===== src/hdl/tmp_pkg.sv =====
// ----------------------------------------------------------------------------
// tmp_pkg: shared types and constants
// Types, command codes and phase codes for the trapezoid profile generator.
// ----------------------------------------------------------------------------
package tmp_pkg;

  localparam int VEL_BITS = 24;
  localparam int ACC_BITS = 24;
  localparam int DT_BITS  = 8;

  typedef enum logic [1:0] {
    CMD_START_ABS = 2'd0,
    CMD_START_REL = 2'd1,
    CMD_TICK      = 2'd2,
    CMD_TICK_ALT  = 2'd3
  } cmd_t;

  typedef enum logic [1:0] {
    PH_ACCEL  = 2'd0,
    PH_CRUISE = 2'd1,
    PH_DECEL  = 2'd2,
    PH_CLAMP  = 2'd3
  } phase_t;

  localparam logic [0:0] REG_MAX_VEL = 1'b0;
  localparam logic [0:0] REG_MAX_ACC = 1'b1;

  typedef enum logic [2:0] {
    ST_IDLE,
    ST_START,
    ST_DIV,
    ST_TICK_A,
    ST_TICK_B,
    ST_TICK_C,
    ST_OUT
  } state_t;

  // controller -> datapath
  typedef struct packed {
    logic load_in;
    logic start_calc;
    logic div_init;
    logic div_step;
    logic start_finish;
    logic tick_a;
    logic tick_b;
    logic tick_c;
  } dp_cmd_t;

  // datapath -> controller
  typedef struct packed {
    logic is_start;
    logic div_done;
  } dp_status_t;

endpackage


===== src/hdl/tmp_ctrl.sv =====
// ----------------------------------------------------------------------------
// tmp_ctrl: sequencing state machine
// Steps the datapath through a start or a tick transaction and hands over
// the result.
// ----------------------------------------------------------------------------
module tmp_ctrl
  import tmp_pkg::*;
(
  input  logic       clk,
  input  logic       rst,
  input  logic       in_valid,
  output logic       in_ready,
  output logic       out_valid,
  input  logic       out_ready,
  input  dp_status_t status,
  output dp_cmd_t    cmd
);

  state_t state, state_next;

  always_ff @(posedge clk) begin
    if (rst) state <= ST_IDLE;
    else     state <= state_next;
  end

  always_comb begin
    state_next = state;
    cmd        = '0;
    in_ready   = 1'b0;
    out_valid  = 1'b0;
    case (state)
      ST_IDLE: begin
        in_ready = 1'b1;
        if (in_valid) begin
          cmd.load_in = 1'b1;
          state_next  = status.is_start ? ST_START : ST_TICK_A;
        end
      end
      ST_START: begin
        cmd.start_calc = 1'b1;
        cmd.div_init   = 1'b1;
        state_next     = ST_DIV;
      end
      ST_DIV: begin
        if (status.div_done) begin
          cmd.start_finish = 1'b1;
          state_next       = ST_OUT;
        end else begin
          cmd.div_step = 1'b1;
        end
      end
      ST_TICK_A: begin
        cmd.tick_a = 1'b1;
        state_next = ST_TICK_B;
      end
      ST_TICK_B: begin
        cmd.tick_b = 1'b1;
        state_next = ST_TICK_C;
      end
      ST_TICK_C: begin
        cmd.tick_c = 1'b1;
        state_next = ST_OUT;
      end
      ST_OUT: begin
        out_valid = 1'b1;
        if (out_ready) state_next = ST_IDLE;
      end
      default: state_next = ST_IDLE;
    endcase
  end

endmodule


===== config.mk =====
export PLATFORM = sky130hd
export DESIGN_NAME = tmp_ctrl
export DESIGN_NICKNAME = d
export VERILOG_FILES = /design/src/hdl/tmp_pkg.sv /design/src/hdl/tmp_ctrl.sv
export SDC_FILE = /design/constraint.sdc
export NUM_CORES = 1
export LEC_CHECK = 0
export BUFFER_PORTS_ARGS = -buffer_cell sky130_fd_sc_hd__buf_4
export CAP_MARGIN = 30
export CELL_PAD_IN_SITES_DETAIL_PLACEMENT = 1
export CELL_PAD_IN_SITES_GLOBAL_PLACEMENT = 1
export CORE_AREA = 4 4 41 43
export CTS_BUF_LIST = sky130_fd_sc_hd__clkbuf_4
export DETAILED_ROUTE_END_ITERATION = 7
export DIE_AREA = 0 0 45 47
export GPL_TIMING_DRIVEN = 0
export HOLD_SLACK_MARGIN = 0.02
export PLACE_DENSITY_LB_ADDON = 0.1
export SETUP_SLACK_MARGIN = 0.4
export SYNTH_ARGS = -nofsm -noshare
export SYNTH_HDL_FRONTEND = slang
export SYNTH_SLANG_ARGS = --single-unit

===== constraint.sdc =====
create_clock -name clk -period 1.7 [get_ports clk]
set_clock_uncertainty 0.2 [all_clocks]
set_input_delay 0.34 -clock clk [delete_from_list [all_inputs] [get_ports clk]]
set_output_delay 0.34 -clock clk [all_outputs]
set_load 0.01 [all_outputs]

==> metrics, run 1 <==
result of the run finished, final reports clean; initial standard-cell utilization of the core 20.9%; leading cell type in the layout, fill and taps excluded sky130_fd_sc_hd__buf_4; pwr dens 1870 nW/um2; internal cell power 671 uW; Reg with most FFs state; maximum number of pins on one net before global-route repair 9; Avg Inst Size Synth 8.48 um2; average wire per cell in the routed design 12.9 um; xor and xnor area share after synthesis 0%; share of the cycle needed by the critical path after routing 98.5%; CTS HTree Levels 1; Post-Synth Adder-Cell Area 4.61%; clock-pin slew on the worst setup and hold paths 40 ps; total global routing overflow 0; post-layout min period 1670 ps; final number of hold-violating endpoints 0; wirelength, routed 957 um; multi-input combinational cell area 226 um2; hold buffer count at CTS 0; biggest regs state (3); synthesized netlist cell count 32; Crit Path Max Fanout 8; TritonCTS clock tree done; filler instances 154; peak ir drop on the vdd network 666 uV; Longest Clk Path Bufs 2; sequential fraction of the synthesis area 22.1%; overall track demand over capacity in global routing 9.78%; total CTS buffers 3; critical path data required time 1160 ps; DRT antenna net count 0; timing-limited maximum frequency 597 MHz; distinct cell type count after synthesis 22; P_leak 0.268 nW; number of storage elements in the synthesis netlist 3; Crit path top cell by count sky130_fd_sc_hd__buf_6; setup-violating endpoint count in the final report 0; main combinational cell family by area after synthesis simple AND/OR/NAND/NOR gates; total iterations of the first detailed-routing run 1; Syn Std Cell Area 272 um2; area of the die 2120 um2; total negative slack 0 ps; proportion of power drawn by combinational gates 72.1%; multiplexer fraction of the synthesized cell area 3.69%; kind of cell with the highest combined delay on the critical path flip-flops; total number of nets in the final design 67; Worst EP arrival 1130 ps; Max Cap Violations 0; first-pass GRT wire length 1480 um; Max stage delay cell, worst path sky130_fd_sc_hd__dfxtp_4; synthesized-area fraction occupied by ao, oa, aoi and oai cells 9.68%; violation count after the first detailed-route iteration 0; height of the die 47 um; diode count 0; Clock Sink Count 3; Via density 4.50; clock root buffer master sky130_fd_sc_hd__clkbuf_4; Final HPWL DP 717 um; Worst Tran Pin Value 233 ps; critical path, cell by cell buf_6, nand2b_4, nor2_4, buf_6, buf_6; synthesis-to-finish area growth 116%; placer congestion estimate 0.703; critical path start-end classification flop to output port; leading cell types in the layout, fill and taps excluded sky130_fd_sc_hd__buf_4, sky130_fd_sc_hd__buf_6, sky130_fd_sc_hd__clkbuf_4, sky130_fd_sc_hd__nor2_1, sky130_fd_sc_hd__dfxtp_4; register cell area after layout 68.8 um2; nets in the synthesized netlist 39; sw frac 38.7%; register share of total power 15.2%; Max Transition Viols Final 0; kind of launch point of the worst setup path flop; DRC violation count after routing 0; standard-cell row count 13; placeable core region 1300 um2; Clock power frac 12.7%; Die Span X 45 um; worst min-delay path class primary input to flop; headroom to the max-slew limit 84.4%; overall via count from detail_route 333; stage delay of the slowest cell on the critical path 330 ps; setup repair after global routing missed its margin yes; count of port buffers added during placement 15; initial antenna violation count 0; Yosys warning total 0; Ports 16; switching component of the power 424 uW; insertion delay of the later-clocked pin in the worst-skew pair 230 ps; endpoint class of the critical path output port; simple-gate share of the synthesized area 47.5%; vias in the first global route 335; Util after Layout 45.1%; share of post-route cells with drive strength above 1 76.3%; Largest register FFs 3; Crit path buffers/inverters 3
==> power by group through the flow <==
stage	sequential, mW	clock, mW	combinational [mW]
4_1_cts	0.167	0.148	0.730
2_1_floorplan	0.156	0	0.431
3_3_place_gp	0.165	0	0.604
3_5_place_dp	0.165	0	0.621
6_report	0.166	0.139	0.789
5_1_grt	0.170	0.151	0.854
==> stage by stage <==
stage / power (mW) / instance area [um2] / hold slack (ps) / worst slack, ps / instances
4_1_cts: 1.04 / 552 / 76.1 / 14.0 / 71
2_1_floorplan: 0.587 / 324 / 209 / 298 / 32
3_3_place_gp: 0.768 / 455 / 323 / 195 / 62
5_1_grt: 1.18 / 587 / 88.2 / -21.4 / 74
6_report: 1.09 / 587 / 86.6 / 25.4 / 74
3_5_place_dp: 0.786 / 455 / 334 / 179 / 62
==> logic make-up after synthesis <==
| logic type | after synthesis |
|---|---|
| flip-flops | 3 |
| buffers and inverters | 5 |
| adder cells (fa/ha/maj) | 1 |
| AO/OA/AOI/OAI | 4 |
| AND/OR/NAND/NOR | 18 |
| multiplexers | 1 |
==> layer usage <==
layer	track usage (%)	wire length, um
met1	10.4	362
met2	17.2	505
met3	1.92	89
met4	7.02	0
met5	0	0
==> what timing repair did <==
action | 4_1_cts | 5_1_grt
pin swaps | 6 | 2
resized for setup | 9 | 4
buffers inserted | 5 | 3
setup endpoints to repair | 12 | 12
==> synthesized netlist by cell type, drive strengths merged <==
master	count	share of area, %
nor4b	1	5.5
nand2b	2	4.6
ha	1	4.6
and3	2	5.1
and4	1	3.2
and2	1	2.3
nor2	5	6.9
nand3	1	1.8
o21a	1	2.8
a21oi	1	1.8
buf	3	9.7
o21ai	1	1.8
nor3	3	5.5
dfxtp	3	22
nor4	2	12
mux2i	1	3.7
inv	2	2.8
a31o	1	3.2
==> final timing paths <==
check	depth (start not counted)	from	slack (ps)	to
max	5	state[1]$_SDFFE_PP0P_	30	cmd[6]
min	2	rst	90	state[2]$_SDFFE_PP0P_
max reg2reg	7	state[2]$_SDFFE_PP0P_	220	state[2]$_SDFFE_PP0P_
min reg2reg	2	state[2]$_SDFFE_PP0P_	400	state[0]$_SDFFE_PP0P_
==> area by class of cell <==
class,instances,area share (%)
Inverter,2,1.71
Buffer,3,6.40
Sequential cell,3,11.7
Timing Repair Buffer,23,33.3
Clock buffer,4,5.12
Tap cell,15,3.20
Multi-Input combinational cell,24,38.6
Note: power is estimated with default switching activity, not from simulation.
==> run 2: changes to the inputs <==
- CTS_BUF_LIST: sky130_fd_sc_hd__clkbuf_4 -> not set
==> run 2 against run 1 <==
Wire length is 0.73% lower. Fmax is 0.12% higher. Critical path depth stayed put. Largest cell class unchanged. Clock power is 12% lower. Sequential cell count stayed put. Highest routed layer unchanged. Die area stayed put. Sequential power hardly changed. Global-route usage stayed put. Critical path type unchanged.
==> metrics, run 2 (synthesis results as in run 1) <==
result of the run finished, final reports clean; Die Span X 45 um (unchanged); violation count after the first detailed-route iteration 0 (unchanged); DRT antenna net count 0 (unchanged); setup repair after global routing missed its margin yes; count of port buffers added during placement 15 (unchanged); biggest regs state (3); Longest Clk Path Bufs 2 (unchanged); Clock power frac 11.3% (-1.4 points); Util after Layout 44.8% (-0.29 points); Max Cap Violations 0 (unchanged); sw frac 39.2% (+0.49 points); final number of hold-violating endpoints 0 (unchanged); total global routing overflow 0 (unchanged); synthesis-to-finish area growth 115%; headroom to the max-slew limit 84.4% (unchanged); TritonCTS clock tree done; Reg with most FFs state; initial antenna violation count 0 (unchanged); post-layout min period 1670 ps (-1.95 ps); total number of nets in the final design 67 (unchanged); Clock Sink Count 3 (unchanged); CTS HTree Levels 1 (unchanged); overall via count from detail_route 333 (unchanged); placer congestion estimate 0.703 (unchanged); share of post-route cells with drive strength above 1 74.6% (-1.7 points); vias in the first global route 335 (unchanged); Via density 4.50 (unchanged); kind of launch point of the worst setup path flop; leading cell types in the layout, fill and taps excluded sky130_fd_sc_hd__buf_4, sky130_fd_sc_hd__buf_6, sky130_fd_sc_hd__nor2_1, sky130_fd_sc_hd__clkbuf_4, sky130_fd_sc_hd__dfxtp_4; critical path start-end classification flop to output port; wirelength, routed 950 um (-0.73%); internal cell power 655 uW (-2.4%); endpoint class of the critical path output port; critical path, cell by cell buf_6, nand2b_4, nor2_4, buf_6, buf_6; timing-limited maximum frequency 598 MHz (+0.12%); final-layout worst hold slack 88.5 ps (+1.95 ps); stage delay of the slowest cell on the critical path 330 ps (about the same); total CTS buffers 3 (unchanged); pwr dens 1850 nW/um2 (-0.96%); leading cell type in the layout, fill and taps excluded sky130_fd_sc_hd__buf_4; final worst-path setup slack 27.4 ps (+1.95 ps); peak ir drop on the vdd network 666 uV (about the same); Max stage delay cell, worst path sky130_fd_sc_hd__dfxtp_4; P_leak 0.264 nW (-1.3%); clock-pin slew on the worst setup and hold paths 40 ps (about the same); area of the die 2120 um2 (unchanged); height of the die 47 um (unchanged); register share of total power 15.4% (+0.2 points); clock root buffer master sky130_fd_sc_hd__clkbuf_4; worst min-delay path class primary input to flop; DRC violation count after routing 0 (unchanged); filler instances 154 (unchanged); Crit path top cell by count sky130_fd_sc_hd__buf_6; share of the cycle needed by the critical path after routing 98.4% (-0.11 points); maximum number of pins on one net before global-route repair 9 (unchanged); setup-violating endpoint count in the final report 0 (unchanged); switching component of the power 422 uW (-0.35%); Max Transition Viols Final 0 (unchanged); diode count 0 (unchanged); Largest register FFs 3 (unchanged); placeable core region 1300 um2 (unchanged); hold buffer count at CTS 0 (unchanged); initial standard-cell utilization of the core 20.9% (unchanged); first-pass GRT wire length 1480 um (unchanged); overall track demand over capacity in global routing 9.78% (unchanged); Worst Tran Pin Value 233 ps (unchanged); standard-cell row count 13 (unchanged); Ports 16 (unchanged); Final HPWL DP 717 um (unchanged); proportion of power drawn by combinational gates 73.2% (+1.1 points); total iterations of the first detailed-routing run 1 (unchanged); average wire per cell in the routed design 12.8 um (-0.73%); Crit Path Max Fanout 8 (unchanged); insertion delay of the later-clocked pin in the worst-skew pair 230 ps (about the same); critical path data required time 1160 ps (about the same); Worst EP arrival 1130 ps (about the same); post-layout total power 1.08 mW (-1.6%); pre-CTS worst setup slack 179 ps (unchanged)
-- run 2: cell types whose count changed in the layout (fill, tap and decap cells not counted) --
| cell | previous run | this run |
|---|---|---|
| sky130_fd_sc_hd__clkbuf_4 | 4 | 3 |
| sky130_fd_sc_hd__clkbuf_1 | 0 | 1 |
-- run 2: critical path, delay by kind of cell, from the launching register on --
family | cells | cell delay (ps)
buffers and inverters | 3 | 310
DFF | 1 | 330
and+or+nand+nor | 2 | 260
-- run 2: per-layer routing --
layer / wire, um / vias up / global-route usage (%)
li1: - / 167 / -
met1: 361 / 154 / 10.4
met2: 499 / 12 / 17.2
met3: 89 / 0 / 1.92
met4: 0 / 0 / 7.02
met5: 0 / - / 0
-- run 2: repair_timing --
action | CTS | global route
pin swaps | 6 | 2
resized for setup | 9 | 4
setup buffers | 5 | 3
setup endpoints to repair | 12 | 12
-- run 2: path summary, 6_finish.rpt --
path	depth (start not counted)	startpoint	end	slack, ps
max	5	state[1]$_SDFFE_PP0P_	cmd[6]	30
max reg2reg	7	state[2]$_SDFFE_PP0P_	state[2]$_SDFFE_PP0P_	220
min	2	rst	state[2]$_SDFFE_PP0P_	90
min reg2reg	2	state[2]$_SDFFE_PP0P_	state[0]$_SDFFE_PP0P_	400
-- run 2: final cells by class --
| cell class | count | area (um2) | share of cell area (%) |
|---|---|---|---|
| Buffer | 3 | 37.5 | 6.44 |
| Inverter | 2 | 10.0 | 1.72 |
| Sequential cell | 3 | 68.8 | 11.8 |
| Tap cell | 15 | 18.8 | 3.22 |
| Clock buffer | 4 | 26.3 | 4.51 |
| Multi-Input combinational cell | 24 | 226 | 38.8 |
| Timing Repair Buffer | 23 | 195 | 33.5 |
-- run 2: metrics by stage --
step	setup TNS, ps	cells	area [um2]
floorplan	0	32	324
global placement	0	62	455
detailed placement	0	62	455
CTS	0	71	548
global route	-21.8	74	583
finish	0	74	583
-- run 2: power groups by stage --
stage	Combinational, mW	Sequential [mW]	Clock (mW)
5_1_grt	0.854	0.170	0.135
6_report	0.789	0.166	0.122
2_1_floorplan	0.431	0.156	0
3_5_place_dp	0.621	0.165	0
4_1_cts	0.730	0.167	0.129
3_3_place_gp	0.604	0.165	0
