<file path="src/hdl/tmp_pkg.sv">
// ----------------------------------------------------------------------------
// tmp_pkg: shared types and constants
// Types, command codes and phase codes for the trapezoid profile generator.
// ----------------------------------------------------------------------------
package tmp_pkg;

  localparam int VEL_BITS = 24;
  localparam int ACC_BITS = 24;
  localparam int DT_BITS  = 8;

  typedef enum logic [1:0] {
    CMD_START_ABS = 2'd0,
    CMD_START_REL = 2'd1,
    CMD_TICK      = 2'd2,
    CMD_TICK_ALT  = 2'd3
  } cmd_t;

  typedef enum logic [1:0] {
    PH_ACCEL  = 2'd0,
    PH_CRUISE = 2'd1,
    PH_DECEL  = 2'd2,
    PH_CLAMP  = 2'd3
  } phase_t;

  localparam logic [0:0] REG_MAX_VEL = 1'b0;
  localparam logic [0:0] REG_MAX_ACC = 1'b1;

  typedef enum logic [2:0] {
    ST_IDLE,
    ST_START,
    ST_DIV,
    ST_TICK_A,
    ST_TICK_B,
    ST_TICK_C,
    ST_OUT
  } state_t;

  // controller -> datapath
  typedef struct packed {
    logic load_in;
    logic start_calc;
    logic div_init;
    logic div_step;
    logic start_finish;
    logic tick_a;
    logic tick_b;
    logic tick_c;
  } dp_cmd_t;

  // datapath -> controller
  typedef struct packed {
    logic is_start;
    logic div_done;
  } dp_status_t;

endpackage

</file>
<file path="src/hdl/tmp_datapath.sv">
// ----------------------------------------------------------------------------
// tmp_datapath: profile arithmetic
// Holds the move state, a restoring divider for the acceleration end point
// and the velocity / distance integrators.
// ----------------------------------------------------------------------------
module tmp_datapath
  import tmp_pkg::*;
#(
  parameter int POS_BITS  = 24,
  parameter int FRAC_BITS = 16
) (
  input  logic                       clk,
  input  logic                       rst,
  input  logic                       cfg_we,
  input  logic [0:0]                 cfg_index,
  input  logic [VEL_BITS-1:0]        cfg_data,
  input  logic [1:0]                 in_cmd,
  input  logic signed [POS_BITS-1:0] in_sensor,
  input  logic signed [POS_BITS-1:0] in_target,
  input  logic [DT_BITS-1:0]         in_dt,
  input  dp_cmd_t                    cmd,
  output dp_status_t                 status,
  output logic signed [POS_BITS-1:0] res_pos,
  output logic [VEL_BITS-1:0]        res_vel,
  output logic [1:0]                 res_phase
);

  localparam int DB   = POS_BITS + 1;                 // whole-tick distance bits
  localparam int TB   = POS_BITS + 1 + FRAC_BITS;     // travelled bits
  localparam int V2B  = 2 * VEL_BITS;                 // vmax^2 bits
  localparam int DVB  = ACC_BITS + FRAC_BITS + 1;     // divisor bits
  localparam int CNTB = $clog2(V2B + 1);
  localparam int SB   = TB + 2;                       // signed setpoint work width
  localparam logic [TB-1:0] TRAV_MAX = {TB{1'b1}};
  localparam logic signed [POS_BITS-1:0] PMAX = {1'b0, {(POS_BITS-1){1'b1}}};
  localparam logic signed [POS_BITS-1:0] PMIN = {1'b1, {(POS_BITS-1){1'b0}}};

  logic [VEL_BITS-1:0] max_vel;
  logic [ACC_BITS-1:0] max_acc;

  logic [1:0]                 r_cmd;
  logic signed [POS_BITS-1:0] r_sensor, r_target;
  logic [DT_BITS-1:0]         r_dt;

  logic signed [POS_BITS-1:0] start_pos;
  logic                       move_dir_neg;
  logic [DB-1:0]              accel_end, decel_start, move_dist;
  logic [TB-1:0]              travelled_q;
  logic [VEL_BITS-1:0]        velocity_q;

  // divider state
  logic [V2B-1:0]   dividend, quot;
  logic [V2B:0]     rem;
  logic [CNTB-1:0]  cnt;

  // tick pipeline registers
  logic [ACC_BITS+DT_BITS-1:0]  delta;
  logic [VEL_BITS+DT_BITS-1:0]  step;

  // configuration writes
  always_ff @(posedge clk) begin
    if (rst) begin
      max_vel <= VEL_BITS'(65536);
      max_acc <= ACC_BITS'(6554);
    end else if (cfg_we) begin
      if (cfg_index == REG_MAX_VEL) max_vel <= cfg_data;
      else                          max_acc <= cfg_data[ACC_BITS-1:0];
    end
  end

  assign status.is_start = (in_cmd == CMD_START_ABS) || (in_cmd == CMD_START_REL);
  assign status.div_done = (cnt == '0);

  // start target and distance
  logic signed [POS_BITS:0] rel_sum, tgt_w, diff;
  logic signed [POS_BITS-1:0] tgt;
  logic neg_dir;
  always_comb begin
    rel_sum = $signed({r_sensor[POS_BITS-1], r_sensor})
              + $signed({r_target[POS_BITS-1], r_target});
    if (r_cmd == CMD_START_REL) begin
      if (rel_sum > $signed({PMAX[POS_BITS-1], PMAX})) tgt = PMAX;
      else if (rel_sum < $signed({PMIN[POS_BITS-1], PMIN})) tgt = PMIN;
      else tgt = rel_sum[POS_BITS-1:0];
    end else begin
      tgt = r_target;
    end
    tgt_w   = {tgt[POS_BITS-1], tgt};
    neg_dir = !(r_sensor < tgt);
    diff    = neg_dir ? ({r_sensor[POS_BITS-1], r_sensor} - tgt_w)
                      : (tgt_w - {r_sensor[POS_BITS-1], r_sensor});
  end

  // divider trial subtract
  logic [DVB-1:0] divisor;
  logic [V2B:0]   rem_sh;
  assign divisor = {max_acc, {(FRAC_BITS+1){1'b0}}};
  assign rem_sh  = {rem[V2B-1:0], dividend[V2B-1]};

  // start finish: cap against half distance
  logic [DB-1:0] mid;
  logic          flat_big;
  assign mid      = move_dist >> 1;
  assign flat_big = (max_acc == '0) || (quot >= V2B'(mid));

  // tick stage A: phase select
  logic [1:0] ph_sel;
  always_comb begin
    if (travelled_q < {accel_end, {FRAC_BITS{1'b0}}})        ph_sel = PH_ACCEL;
    else if (travelled_q < {decel_start, {FRAC_BITS{1'b0}}}) ph_sel = PH_CRUISE;
    else                                                     ph_sel = PH_DECEL;
  end

  // tick stage B: velocity update and clamp
  logic signed [ACC_BITS+DT_BITS+1:0] vel_new;
  logic [VEL_BITS-1:0] vel_cl;
  logic [1:0]          ph_cl;
  always_comb begin
    vel_new = $signed({{(ACC_BITS+DT_BITS+2-VEL_BITS){1'b0}}, velocity_q});
    if (res_phase == PH_ACCEL)
      vel_new = vel_new + $signed({2'b00, delta});
    else if (res_phase == PH_DECEL)
      vel_new = vel_new - $signed({2'b00, delta});
    ph_cl  = res_phase;
    vel_cl = vel_new[VEL_BITS-1:0];
    if (vel_new > $signed({{(ACC_BITS+DT_BITS+2-VEL_BITS){1'b0}}, max_vel})) begin
      vel_cl = max_vel;
      ph_cl  = PH_CLAMP;
    end else if (vel_new < 0) begin
      vel_cl = '0;
      ph_cl  = PH_CLAMP;
    end
  end

  // tick stage C: travel integration and setpoint
  logic [TB:0] trav_sum;
  logic [TB-1:0] trav_new;
  logic signed [SB-1:0] base, val, whole_s;
  logic [SB-1:0] mag;
  logic signed [POS_BITS-1:0] sp;
  always_comb begin
    trav_sum = {1'b0, travelled_q} + (TB+1)'(step);
    trav_new = trav_sum[TB] ? TRAV_MAX : trav_sum[TB-1:0];
    base = {{(SB-POS_BITS-FRAC_BITS){start_pos[POS_BITS-1]}}, start_pos,
            {FRAC_BITS{1'b0}}};
    val  = move_dir_neg ? base - $signed({2'b00, trav_new})
                        : base + $signed({2'b00, trav_new});
    mag  = val[SB-1] ? SB'(-val) : SB'(val);
    whole_s = $signed(mag >> FRAC_BITS);
    if (val[SB-1]) whole_s = -whole_s;
    if (whole_s > $signed({{(SB-POS_BITS){1'b0}}, PMAX})) sp = PMAX;
    else if (whole_s < $signed({{(SB-POS_BITS){1'b1}}, PMIN})) sp = PMIN;
    else sp = whole_s[POS_BITS-1:0];
  end

  always_ff @(posedge clk) begin
    if (rst) begin
      start_pos    <= '0;
      move_dir_neg <= 1'b0;
      accel_end    <= '0;
      decel_start  <= '0;
      travelled_q  <= '0;
      velocity_q   <= '0;
      cnt          <= '0;
    end else begin
      if (cmd.load_in) begin
        r_cmd    <= in_cmd;
        r_sensor <= in_sensor;
        r_target <= in_target;
        r_dt     <= in_dt;
      end
      if (cmd.start_calc) begin
        start_pos    <= r_sensor;
        move_dir_neg <= neg_dir;
        move_dist    <= diff[DB-1:0];
        travelled_q  <= '0;
        velocity_q   <= '0;
        res_pos      <= r_sensor;
        res_vel      <= '0;
        res_phase    <= PH_ACCEL;
      end
      if (cmd.div_init) begin
        dividend <= max_vel * max_vel;
        rem      <= '0;
        quot     <= '0;
        cnt      <= CNTB'(V2B);
      end
      // one quotient bit per cycle
      if (cmd.div_step) begin
        dividend <= dividend << 1;
        cnt      <= cnt - 1'b1;
        if (rem_sh >= (V2B+1)'(divisor)) begin
          rem  <= rem_sh - (V2B+1)'(divisor);
          quot <= {quot[V2B-2:0], 1'b1};
        end else begin
          rem  <= rem_sh;
          quot <= {quot[V2B-2:0], 1'b0};
        end
      end
      if (cmd.start_finish) begin
        if (flat_big) begin
          accel_end   <= mid;
          decel_start <= mid;
        end else begin
          accel_end   <= quot[DB-1:0];
          decel_start <= move_dist - quot[DB-1:0];
        end
      end
      if (cmd.tick_a) begin
        res_phase <= ph_sel;
        delta     <= max_acc * r_dt;
      end
      if (cmd.tick_b) begin
        velocity_q <= vel_cl;
        res_vel    <= vel_cl;
        res_phase  <= ph_cl;
        step       <= vel_cl * r_dt;
      end
      if (cmd.tick_c) begin
        travelled_q <= trav_new;
        res_pos     <= sp;
      end
    end
  end

endmodule

</file>
<file path="config.mk">
export PLATFORM = sky130hd
export DESIGN_NAME = tmp_datapath
export DESIGN_NICKNAME = d
export VERILOG_FILES = /design/src/hdl/tmp_pkg.sv /design/src/hdl/tmp_datapath.sv
export SDC_FILE = /design/constraint.sdc
export NUM_CORES = 2
export LEC_CHECK = 0
export ABC_AREA = 1
export BUFFER_PORTS_ARGS = -buffer_cell sky130_fd_sc_hd__buf_4
export CORE_UTILIZATION = 56
export CTS_CLUSTER_SIZE = 28
export DETAILED_ROUTE_END_ITERATION = 6
export PLACE_DENSITY_LB_ADDON = 0.3
export SETUP_SLACK_MARGIN = 0.02
export SLEW_MARGIN = 5
export SYNTH_ARGS = -nofsm -noshare
export SYNTH_HDL_FRONTEND = slang
export SYNTH_SLANG_ARGS = --single-unit
</file>
<file path="constraint.sdc">
create_clock -name clk -period 13.6 [get_ports clk]
set_clock_uncertainty 0.2 [all_clocks]
set_input_delay 0.68 -clock clk [delete_from_list [all_inputs] [get_ports clk]]
set_output_delay 0.68 -clock clk [all_outputs]
set_load 0.005 [all_outputs]
</file>
==> qor.log <==
qor: layout.nets 10000
qor: clock_network.clkSinkCount 535
qor: synthesis.synthesis.area_per_instance 7.73 µm²
qor: die.boundaryPins 146
qor: power_and_ir_drop.cellInternalPower 0.00597 W
qor: detailed_routing.avgViaCountPerCell 5.51
qor: synthesis.synth.yosys.warnings 0
qor: power_and_ir_drop.p_per_area 169 nW/µm²
qor: sta.hold_viol_final 0
qor: critical_path.cpLargestDelayFamily compound AO/OA/AOI/OAI gates
qor: power_and_ir_drop.p_sw_frac 0.504
qor: clock_network.max-clock-path-buffers 3
qor: layout.final_core_util 0.612
qor: synthesis.synth.ff_latch_count 535
qor: detailed_routing.num_vias 56000
qor: detailed_routing.routedWlPerCell 18.7 µm
qor: layout.layout-drive-gt1-share 0.0671
qor: die.die_w 346 µm
qor: synthesis.synth_common_cells sky130_fd_sc_hd__inv_1, sky130_fd_sc_hd__nand2_1, sky130_fd_sc_hd__fa_1
qor: synthesis.synth_nets 9979
qor: sta.period_minus_slack 12050 ps
qor: power_and_ir_drop.power_frac_comb 0.642
qor: global_routing.first_global_vias 56000
qor: synthesis.post_synth_instance_area 66100 µm²
qor: synthesis.prevailing_post_synth_register_cell sky130_fd_sc_hd__edfxtp_1
qor: synthesis.synth.area.top_cells sky130_fd_sc_hd__fa_1, sky130_fd_sc_hd__edfxtp_1, sky130_fd_sc_hd__ha_1
qor: power_and_ir_drop.total_power 0.0120 W
qor: detailed_routing.drtAntennaViolNets 0
qor: synthesis.share_of_synthesized_registers_carrying_an_async_set_or_reset 0
qor: layout.multi_input_comb_area 43800 µm²
qor: global_routing.grt_start_max_net_pins 75
qor: critical_path.endpoint_kind register
qor: synthesis.synth-seq-area-share 0.214
qor: clock_network.htreeDepth 3
qor: die.floorplan.die.height 346 µm
qor: critical_path.required_worst_endpoint 13810 ps
qor: critical_path.worst-path-max-fanout 26
qor: critical_path.number_of_buffer_and_inverter_instances_along_the_worst_setup_path 7
qor: sta.slew_margin_rel 0.287
qor: global_routing.groute.usage.overall 0.318
qor: clock_network.cts_setup_buffers 0
qor: sta.final_min_period_over_clock_period 0.886
qor: critical_path.critPathSlowestCell sky130_fd_sc_hd__fa_1
qor: sta.slew_violations 0
qor: place.buffer_ports.inserted 145
qor: power_and_ir_drop.power_leakage 38.0 nW
qor: die.num_rows 125
qor: sta.finalSetupViolations 0
qor: clock_network.clk_pin_slew 60 ps
qor: sta.setup_tns 0 ps
qor: synthesis.synth_cells 8557
qor: critical_path.crit_arrival 12250 ps
qor: min_path.min_path_type input pin to register
qor: layout.register_area 14100 µm²
qor: status.status completed
qor: sta.worst_slew_pin_slew 1070 ps
qor: die.die_area 119000 µm²
qor: power_and_ir_drop.power_frac_seq 0.196
qor: flow_run.max_capacitance_violation_count 0
qor: sta.achievable-frequency 83.0 MHz
qor: layout.flow.area_growth_from_synthesis 7.95%
qor: detailed_routing.drt_pass1_iterations 6
qor: clock_network.worstSkewPairLatency 660 ps
qor: critical_path.critical_path.most_common_cell sky130_fd_sc_hd__a21oi_1
qor: place.detailedPlacementHpwl 148 mm
qor: clock_network.clock-root-buffer sky130_fd_sc_hd__clkbuf_16
qor: clock_network.tritoncts.num_buffers 69
qor: synthesis.post_synth_edffs 341
qor: die.start_util 0.567
qor: synthesis.synth.largest_area_cell sky130_fd_sc_hd__fa_1
qor: detailed_routing.drtIter0Drc 4234
qor: synthesis.synth_cell_type_count 69
qor: global_routing.grt-ovfl-total 0
qor: critical_path.startpoint_type register
qor: critical_path.criticalPathCategory register to register
qor: layout.n_antenna_cell 0
qor: critical_path.timing.reg2reg.setup_slack 1550 ps
qor: detailed_routing.detail_route.drc_violations 0
qor: power_and_ir_drop.power.switching 0.00607 W
qor: power_and_ir_drop.p_clk_frac 0.163
qor: synthesis.synth_largest_type_area_fraction 0.210
qor: critical_path.max_stage_delay 540 ps
qor: clock_network.postCtsResizedCells 0
qor: detailed_routing.detail_route.wirelength 190 mm
qor: place.finalWeightedCongestion 0.992
qor: power_and_ir_drop.peakVddDrop 0.138 mV
qor: global_routing.number_of_antenna_violations_at_the_first_check_in_global_routing 2
qor: clock_network.clock_tree_from_tritoncts done
qor: sta.setup_repair_after_global_routing_missed_its_margin false
qor: die.core_area 117000 µm²
qor: global_routing.global_route_wire_length_before_repair 301 mm
qor: layout.fillCellCount 10400
routing by layer:
layer	vias up	wire [µm]	track usage
met2	2008	90400	0.543
met3	417	12200	0.0406
met1	26800	78100	0.404
met5	-	26	0
met4	4	9250	0.140
li1	26800	-	-
registers in the layout, indices dropped and copies added, names as in the netlist, 6 cells and up:
register and flops:
dividend 48, quot 48, rem 48, travelled_q 41, delta 32, step 32, accel_end 25, decel_start 25
move_dist 25, max_acc 24, max_vel 24, r_sensor 24, r_target 24, res_pos 24, res_vel 24, start_pos 24
velocity_q 24, r_dt 8, cnt 6
through the flow:
stage | setup WS [ps] | instance area [µm²] | instances | hold slack, ps
after global routing | 747 | 71400 | 10200 | 67.8
after floorplan | 3950 | 66100 | 8557 | 221
after detailed placement | 1740 | 68400 | 9987 | 246
after global placement | 1800 | 68400 | 9987 | 239
after CTS | 1750 | 71400 | 10200 | 43.5
final | 1550 | 71400 | 10200 | 70.3
cell usage in the layout (no fill, tap or decap), drive strengths merged, types with 5 or more instances in the layout:
| cell | n |
|---|---|
| xor2 | 150 |
| o21ai | 383 |
| nor3 | 47 |
| o21a | 22 |
| a31oi | 32 |
| bufinv | 8 |
| o221ai | 38 |
| a21boi | 6 |
| a21oi | 652 |
| o31ai | 6 |
| nand2 | 1870 |
| fa | 695 |
| o21bai | 33 |
| nand3 | 297 |
| o211ai | 42 |
| xnor2 | 78 |
| nor4 | 22 |
| o22ai | 5 |
| nor3b | 6 |
| edfxtp | 341 |
| inv | 1867 |
| clkbuf | 82 |
| ha | 633 |
| a221oi | 7 |
| o2111ai | 8 |
| clkinv | 31 |
| a211oi | 21 |
| or2 | 46 |
| buf | 201 |
| a21o | 15 |
| nand4 | 63 |
| dlygate4sd3 | 58 |
| clkinvlp | 5 |
| mux2i | 8 |
| dfxtp | 194 |
| nand3b | 9 |
| nor2 | 640 |
final cells by class:
type	instances	share of cell area
multi-input cells	5860	0.614
flip-flops and latches	535	0.198
inverters	1867	0.0982
repair buffers	259	0.0293
well taps	1524	0.0267
clock buffers	82	0.0254
clock inverters	44	0.00836
worst paths after layout:
check,from,end,cells past startpoint
worst min register to register,accel_end[24]$_SDFFE_PP0P_,accel_end[24]$_SDFFE_PP0P_,2
worst max-delay path,delta[0]$_DFFE_PP_,step[31]$_DFFE_PP_,57
worst max register to register,delta[0]$_DFFE_PP_,step[31]$_DFFE_PP_,57
worst min-delay path,cfg_data[4],max_acc[4]$_SDFFE_PP1P_,3
repair_timing:
| item | CTS | global route |
|---|---|---|
| hold buffers | 58 | 0 |
| endpoints found under the setup margin | 0 | 0 |
| hold endpoints to repair | 58 | 0 |
power groups by stage:
stage          combinational [W]  clock (W)  sequential (W)
6_report                 0.00773    0.00196         0.00236
5_1_grt                  0.00871    0.00205         0.00238
4_1_cts                  0.00767    0.00199         0.00235
3_5_place_dp             0.00761          0         0.00238
3_3_place_gp             0.00747          0         0.00237
2_1_floorplan            0.00581          0         0.00227
worst min-delay path: stages:
cell and delay (ps):
sky130_fd_sc_hd__buf_4 100, sky130_fd_sc_hd__nand2_1 50, sky130_fd_sc_hd__o211ai_1 60
logic make-up (layout without fill, tap and decap cells):
group | Yosys count | after routing | share of synthesized area
mux | 8 | 8 | 0.00121
simple gates | 3006 | 3006 | 0.191
flops | 535 | 535 | 0.214
fa+ha+maj | 1328 | 1328 | 0.330
xor+xnor | 228 | 228 | 0.0302
compound gates | 1290 | 1290 | 0.110
buf+inv | 2162 | 2252 | 0.124
No activity file was read; power rests on OpenSTA's default activity.
